### src/btdd_pkg.sv
`timescale 1ns / 1ps
// ----------------------------------------------------------------------------
// btdd_pkg
// Shared types, constants and the double-dabble step for the decimal digit
// display converter.
// ----------------------------------------------------------------------------
package btdd_pkg;

    localparam int VALUE_W    = 32;
    localparam int BCD_DIGITS = 10;
    localparam int BCD_W      = 4 * BCD_DIGITS;
    localparam int DAB_STEPS  = 8;
    localparam int DAB_STAGES = VALUE_W / DAB_STEPS;

    localparam logic [3:0] BLANK_CODE = 4'd10;

    localparam int CFG_ADDR_W = 4;

    localparam logic [1:0] REG_DIGIT_COUNT   = 2'd0;
    localparam logic [1:0] REG_RIGHT_JUSTIFY = 2'd1;
    localparam logic [1:0] REG_ZERO_FILL     = 2'd2;

    typedef struct packed {
        logic [BCD_W-1:0]   bcd;
        logic [VALUE_W-1:0] bin;
    } dab_t;

    function automatic dab_t dab_step(input dab_t d);
        dab_t r;
        r = d;
        for (int i = 0; i < BCD_DIGITS; i++) begin
            if (r.bcd[4*i +: 4] >= 4'd5) begin
                r.bcd[4*i +: 4] = r.bcd[4*i +: 4] + 4'd3;
            end
        end
        r = dab_t'({r.bcd, r.bin} << 1);
        return r;
    endfunction

endpackage

### src/btdd_dabble.sv
`timescale 1ns / 1ps
`default_nettype none
// ----------------------------------------------------------------------------
// btdd_dabble
// One pipeline slice of the binary to BCD conversion: several shift and
// add-three steps followed by a register, with a valid/ready handshake.
// ----------------------------------------------------------------------------
module btdd_dabble (
    input  wire logic          aclk,
    input  wire logic          aresetn,
    input  wire logic          in_valid,
    output logic               in_ready,
    input  wire btdd_pkg::dab_t in_data,
    output logic               out_valid,
    input  wire logic          out_ready,
    output btdd_pkg::dab_t     out_data
);
    import btdd_pkg::*;

    logic vld_reg;
    dab_t data_reg;
    dab_t data_next;

    always_comb begin
        data_next = in_data;
        for (int s = 0; s < DAB_STEPS; s++) begin
            data_next = dab_step(data_next);
        end
    end

    assign in_ready  = !vld_reg || out_ready;
    assign out_valid = vld_reg;
    assign out_data  = data_reg;

    always_ff @(posedge aclk) begin
        if (!aresetn) begin
            vld_reg <= 1'b0;
        end else if (in_ready) begin
            vld_reg <= in_valid;
        end
    end

    always_ff @(posedge aclk) begin
        if (in_ready && in_valid) begin
            data_reg <= data_next;
        end
    end

endmodule
`default_nettype wire

### src/binary_to_decimal_digit_display.sv
`timescale 1ns / 1ps
`default_nettype none
// ----------------------------------------------------------------------------
// binary_to_decimal_digit_display
// Converts a 32-bit unsigned value into one digit request per display
// position, with left/right justification and leading-zero blanking or zero fill.
// ----------------------------------------------------------------------------
// Each accepted value yields one output request per position in use
// (digit_count, clamped to 1..MAX_DIGITS), leftmost position first, with
// tlast on the final one. The output serializer emits one position per
// cycle while m_tready does not hold it back, and values stream back to
// back; on its way from an accepted input request, a value passes through
// four conversion slices, the serializer load and the output register
// before its first output request is presented.
// ----------------------------------------------------------------------------
module binary_to_decimal_digit_display #(
    parameter int MAX_DIGITS = 10
) (
    input  wire logic        aclk,
    input  wire logic        aresetn,
    input  wire logic        s_tvalid,
    output logic             s_tready,
    input  wire logic [31:0] s_tdata,   // [31:0] value
    output logic             m_tvalid,
    input  wire logic        m_tready,
    output logic [7:0]       m_tdata,   // [3:0] position, [7:4] digit_code
    output logic             m_tlast,
    input  wire logic        psel,
    input  wire logic        penable,
    input  wire logic        pwrite,
    input  wire logic [btdd_pkg::CFG_ADDR_W-1:0] paddr,
    input  wire logic [31:0] pwdata,
    output logic [31:0]      prdata,
    output logic             pready
);
    import btdd_pkg::*;

    // configuration
    logic [3:0] dc_reg;
    logic       rj_reg;
    logic       zf_reg;
    logic       cfg_wr;

    assign pready = 1'b1;
    assign cfg_wr = psel && penable && pwrite && pready;

    always_ff @(posedge aclk) begin
        if (!aresetn) begin
            dc_reg <= 4'd10;
            rj_reg <= 1'b1;
            zf_reg <= 1'b0;
        end else if (cfg_wr) begin
            unique case (paddr[3:2])
                REG_DIGIT_COUNT:   dc_reg <= pwdata[3:0];
                REG_RIGHT_JUSTIFY: rj_reg <= pwdata[0];
                REG_ZERO_FILL:     zf_reg <= pwdata[0];
                default: ;
            endcase
        end
    end

    always_comb begin
        unique case (paddr[3:2])
            REG_DIGIT_COUNT:   prdata = {28'd0, dc_reg};
            REG_RIGHT_JUSTIFY: prdata = {31'd0, rj_reg};
            REG_ZERO_FILL:     prdata = {31'd0, zf_reg};
            default:           prdata = 32'd0;
        endcase
    end

    // conversion pipeline
    logic chain_vld [DAB_STAGES+1];
    logic chain_rdy [DAB_STAGES+1];
    dab_t chain_data [DAB_STAGES+1];

    assign chain_vld[0]      = s_tvalid;
    assign chain_data[0].bcd = '0;
    assign chain_data[0].bin = s_tdata;
    assign s_tready          = chain_rdy[0];

    for (genvar g = 0; g < DAB_STAGES; g++) begin : g_dab
        btdd_dabble u_dab (
            .aclk      (aclk),
            .aresetn   (aresetn),
            .in_valid  (chain_vld[g]),
            .in_ready  (chain_rdy[g]),
            .in_data   (chain_data[g]),
            .out_valid (chain_vld[g+1]),
            .out_ready (chain_rdy[g+1]),
            .out_data  (chain_data[g+1])
        );
    end

    // serializer
    logic       ser_busy_reg;
    logic [3:0] ser_pos_reg;
    logic [3:0] ser_last_reg;
    logic [3:0] ser_top_reg;
    logic       ser_rj_reg;
    logic       ser_zf_reg;
    logic [3:0] ser_dig_reg [MAX_DIGITS];

    logic [3:0] n_used;
    logic [3:0] last_next;
    logic [3:0] top_next;
    logic       emit;
    logic       load_ok;
    logic       load;
    logic [3:0] idx;
    logic       blank;
    logic [3:0] code_next;

    logic       m_tvalid_reg;
    logic [3:0] m_pos_reg;
    logic [3:0] m_code_reg;
    logic       m_last_reg;

    always_comb begin
        if (dc_reg == 4'd0) begin
            n_used = 4'd1;
        end else if (dc_reg > 4'(MAX_DIGITS)) begin
            n_used = 4'(MAX_DIGITS);
        end else begin
            n_used = dc_reg;
        end
        last_next = n_used - 4'd1;
        top_next  = 4'd0;
        for (int i = 0; i < MAX_DIGITS; i++) begin
            if (4'(i) < n_used && chain_data[DAB_STAGES].bcd[4*i +: 4] != 4'd0) begin
                top_next = 4'(i);
            end
        end
    end

    assign emit    = ser_busy_reg && (!m_tvalid_reg || m_tready);
    assign load_ok = !ser_busy_reg || (emit && ser_pos_reg == ser_last_reg);
    assign load    = load_ok && chain_vld[DAB_STAGES];
    assign chain_rdy[DAB_STAGES] = load_ok;

    always_comb begin
        if (!ser_rj_reg) begin
            blank = ser_pos_reg > ser_top_reg;
            idx   = ser_top_reg - ser_pos_reg;
        end else if (ser_zf_reg) begin
            blank = 1'b0;
            idx   = ser_last_reg - ser_pos_reg;
        end else begin
            blank = ser_pos_reg < (ser_last_reg - ser_top_reg);
            idx   = ser_last_reg - ser_pos_reg;
        end
        code_next = BLANK_CODE;
        if (!blank) begin
            code_next = 4'd0;
            for (int i = 0; i < MAX_DIGITS; i++) begin
                if (idx == 4'(i)) begin
                    code_next = ser_dig_reg[i];
                end
            end
        end
    end

    always_ff @(posedge aclk) begin
        if (!aresetn) begin
            ser_busy_reg <= 1'b0;
            ser_pos_reg  <= 4'd0;
        end else if (load) begin
            ser_busy_reg <= 1'b1;
            ser_pos_reg  <= 4'd0;
        end else if (emit) begin
            if (ser_pos_reg == ser_last_reg) begin
                ser_busy_reg <= 1'b0;
            end
            ser_pos_reg <= ser_pos_reg + 4'd1;
        end
    end

    always_ff @(posedge aclk) begin
        if (load) begin
            ser_last_reg <= last_next;
            ser_top_reg  <= top_next;
            ser_rj_reg   <= rj_reg;
            ser_zf_reg   <= zf_reg;
            for (int i = 0; i < MAX_DIGITS; i++) begin
                ser_dig_reg[i] <= chain_data[DAB_STAGES].bcd[4*i +: 4];
            end
        end
    end

    // output register
    always_ff @(posedge aclk) begin
        if (!aresetn) begin
            m_tvalid_reg <= 1'b0;
        end else if (emit) begin
            m_tvalid_reg <= 1'b1;
        end else if (m_tready) begin
            m_tvalid_reg <= 1'b0;
        end
    end

    always_ff @(posedge aclk) begin
        if (emit) begin
            m_pos_reg  <= ser_pos_reg;
            m_code_reg <= code_next;
            m_last_reg <= (ser_pos_reg == ser_last_reg);
        end
    end

    assign m_tvalid = m_tvalid_reg;
    assign m_tdata  = {m_code_reg, m_pos_reg};
    assign m_tlast  = m_last_reg;

`ifndef SYNTHESIS
    a_pos_bound: assert property (@(posedge aclk) disable iff (!aresetn)
        ser_busy_reg |-> ser_pos_reg <= ser_last_reg)
        else $error("serializer position past last");

    a_emit_lands: assert property (@(posedge aclk) disable iff (!aresetn)
        emit |=> m_tvalid_reg && m_pos_reg == $past(ser_pos_reg))
        else $error("emitted position not in output register");

    a_code_range: assert property (@(posedge aclk) disable iff (!aresetn)
        m_tvalid_reg |-> m_code_reg <= BLANK_CODE)
        else $error("digit code out of range");

    a_last_pos: assert property (@(posedge aclk) disable iff (!aresetn)
        (m_tvalid_reg && m_last_reg) |-> m_pos_reg < 4'(MAX_DIGITS))
        else $error("last position beyond display");
`endif

endmodule
`default_nettype wire
### config.mk
export PLATFORM = sky130hd
export DESIGN_NAME = binary_to_decimal_digit_display
export DESIGN_NICKNAME = d
export VERILOG_FILES = /design/src/btdd_pkg.sv /design/src/btdd_dabble.sv /design/src/binary_to_decimal_digit_display.sv
export SDC_FILE = /design/constraint.sdc
export NUM_CORES = 1
export LEC_CHECK = 0
export BUFFER_PORTS_ARGS = -buffer_cell sky130_fd_sc_hd__buf_4
export CORE_MARGIN = 3
export CORE_UTILIZATION = 36
export DETAILED_ROUTE_END_ITERATION = 12
export SYNTH_ARGS = -nofsm -noshare
export SYNTH_HDL_FRONTEND = slang
export SYNTH_SLANG_ARGS = --single-unit
### constraint.sdc
create_clock -name aclk -period 9.85 [get_ports aclk]
set_input_delay 0.4925 -clock aclk [delete_from_list [all_inputs] [get_ports aclk]]
set_output_delay 0.4925 -clock aclk [all_outputs]
set_load 0.05 [all_outputs]
==> results.toml <==
[status]
status = "finished clean"

[global_route]
grt.total_usage_pct = 13.3
grt_pass1_vias = 21854
grt_max_degree = 52
grt_remaining_overflow = 0
grt_pass1_wl_um = 97600
grt_antenna_before_repair = 1

[floorplanning]
core-area_um2 = 76100
die_h_um = 283
dieWidth_um = 283
start_util_pct = 36.4
io_pins = 119
die_area_um2 = 80300
num_rows = 101

[drt]
wl_per_cell_um = 12.3
drtIter0Drc = 1471
postRouteAntennaNets = 0
drt-vias-per-instance = 5.39
vias = 24277
drc = 0
routed_wl_um = 55300
firstDrtPassIters = 7

[clock_network]
cts_root_buf = "clkbuf_16"
clock_latency_ns = 0.57
hold_buffers = 0
cts_tree = "built"
clock_sinks = 225
clockBufferDepth = 3
cts_max_level = 1
cts_made_buffers = 28
cts_resized = 0
post_cts_buffers = 0
clk_pin_slew_worst_paths_ns = 0.06

[job]
drv_cap = 0

[timing]
worst_slew_pin_slew_ns = 0.978
finalSetupViolCount = 0
fin_worst_skew_ns = 0.0226
finalHoldViolations = 0
period_share_pct = 75.0
final_max_slew_viol_count = 0
period_needed_ns = 7.39
slew-limit-headroom_pct = 34.5
setup_tns_ns = 0
grt_setup_unrepaired = "no"
clock.fmax_mhz = 135

[layout]
final_nets = 3694
largest_reg_flops = 150
n_fill_cell = 7859
diodes = 0
areaGrowthSynthToFinish_pct = 7.95
drive_gt1_share_pct = 10.6

[worst_hold_path]
hold_class = "input port to flip-flop"

[synth]
synthArstFlopShare_pct = 0
seq_area_frac_synth_pct = 23.8
synth.distinct_cells = 141
synth_area_leaders = "edfxtp_1 (23%), ha_1 (7.4%), a21oi_1 (4.5%), o21ai_0 (4.1%), nand2_1 (4.1%)"
synth_top_flop_cell = "edfxtp_1"
syn_inst = 3457
syn_area_um2 = 27700
synth-seq-cells = 225
yosysWarnings = 0
synth_edf_count = 209
synth_largest_area_cell = "edfxtp_1"
syn_area_per_cell_um2 = 8.01
synth_top_area_share_pct = 22.7

[worst_setup_path]
end_kind = "flip-flop"
crit_family = "compound AO/OA/AOI/OAI gates"
cpPeakStageDelay_ns = 0.45
cp_slowest_cell = "edfxtp_1"
required_ns = 10.14
worstPathArrival_ns = 7.68
worstSetupStartpointType = "flip-flop"
criticalPathCategory = "flip-flop to flip-flop"
critPathBufInv = 5
cpMostUsedCell = "ha_1"
cp_max_fo = 9

[placement]
gp_congestion = 0.818
port_buffers = 59
dpl.hpwl_um = 42100
[through the flow]
step           worst slack [ns]  instance area (µm²)  hold WS, ns  cells  util [%]
2_1_floorplan              3.27                27800        0.400   3484         -
3_3_place_gp               2.65                29000        0.400   4453      38.2
3_5_place_dp               2.46                29000        0.405   4453      38.2
4_1_cts                    2.43                29900       0.0498   4505      39.3
5_1_grt                    1.55                29900       0.0607   4505      39.3
6_report                   2.46                29900       0.0973   4505      39.3
[cell families (layout without fill, tap and decap cells)]
group | count (synthesis) | in the layout | synth area share, %
AOI/OAI and AO/OA | 1227 | 1227 | 31.2
xor gates and xnor gates | 130 | 130 | 4.61
adders and majority gates | 171 | 171 | 7.76
buffers and inverters | 392 | 383 | 5.89
DFF | 225 | 225 | 23.8
muxes | 159 | 159 | 6.18
other | 2 | 29 | 0.0271
and+or+nand+nor | 1151 | 1151 | 20.5
[final cells by class]
cell class                      instances  area (µm²)  share of cell area [%]
Clock buffer                           34         764                    2.56
Clock inverter                         18         109                   0.364
Inverter                              257         965                    3.23
Multi-Input combinational cell       2867       19600                    65.6
Sequential cell                       225        6600                    22.1
Tap cell                             1030        1290                    4.31
Timing Repair Buffer                   74         556                    1.86
[routing by layer]
metal	up-vias	track usage (%)	wire, µm
li1	12879	-	-
met1	11103	18.8	28400
met2	262	22.3	24900
met3	33	1.29	1360
met4	0	2.17	669
met5	-	0	0
[worst reg2reg max path, delay by kind of cell, from the launching register on]
| family | cells | cell delay (ns) |
|---|---|---|
| DFF | 1 | 0.45 |
| xor gates and xnor gates | 5 | 1.28 |
| adders and majority gates | 6 | 1.42 |
| buffers and inverters | 5 | 0.36 |
| AOI/OAI and AO/OA | 11 | 2.11 |
| and+or+nand+nor | 7 | 1.51 |
[cell usage after synthesis (all sizes together) (59+ instances only)]
cell type	count
nand2	303
nor2	293
o21ai	282
a21oi	264
inv	255
edfxtp	209
ha	163
nand3	106
mux2i	99
xnor2	91
nor3	89
clkbuf	75
nand2b	72
a211oi	68
buf	60
mux2	59
[layout by cell type, fill, tap and decap left out, types with 38 or more instances in the layout]
cell type and n:
nand2b_1 71, buf_4 74, o211ai_1 49, inv_1 237
ha_1 163, xnor2_1 84, nor2b_1 47, nor2_1 290
a211oi_1 54, a31oi_1 38, and2_1 48, o21ai_0 227
mux2i_1 95, nand3_1 105, edfxtp_1 209, o21a_1 49
nand2_1 301, o21ai_1 49, a21oi_1 250, mux2_2 53
nor3_1 83, o22ai_1 39, a21o_1 56
[final timing paths]
kind | start | end | slack, ns | cells past startpoint
hold / removal | s_tdata[18] | g_dab[0].u_dab.out_data[26] | 0.1 | 1
hold reg to reg | g_dab[1].u_dab.out_data[23] | g_dab[2].u_dab.out_data[31] | 0.42 | 0
setup / recovery | g_dab[1].u_dab.out_data[44] | g_dab[2].u_dab.out_data[60] | 2.46 | 34
setup reg to reg | g_dab[1].u_dab.out_data[44] | g_dab[2].u_dab.out_data[60] | 2.46 | 34
Power is not shown: default switching activity piles up to over one toggle a cycle in this logic, so the estimate is an artifact.
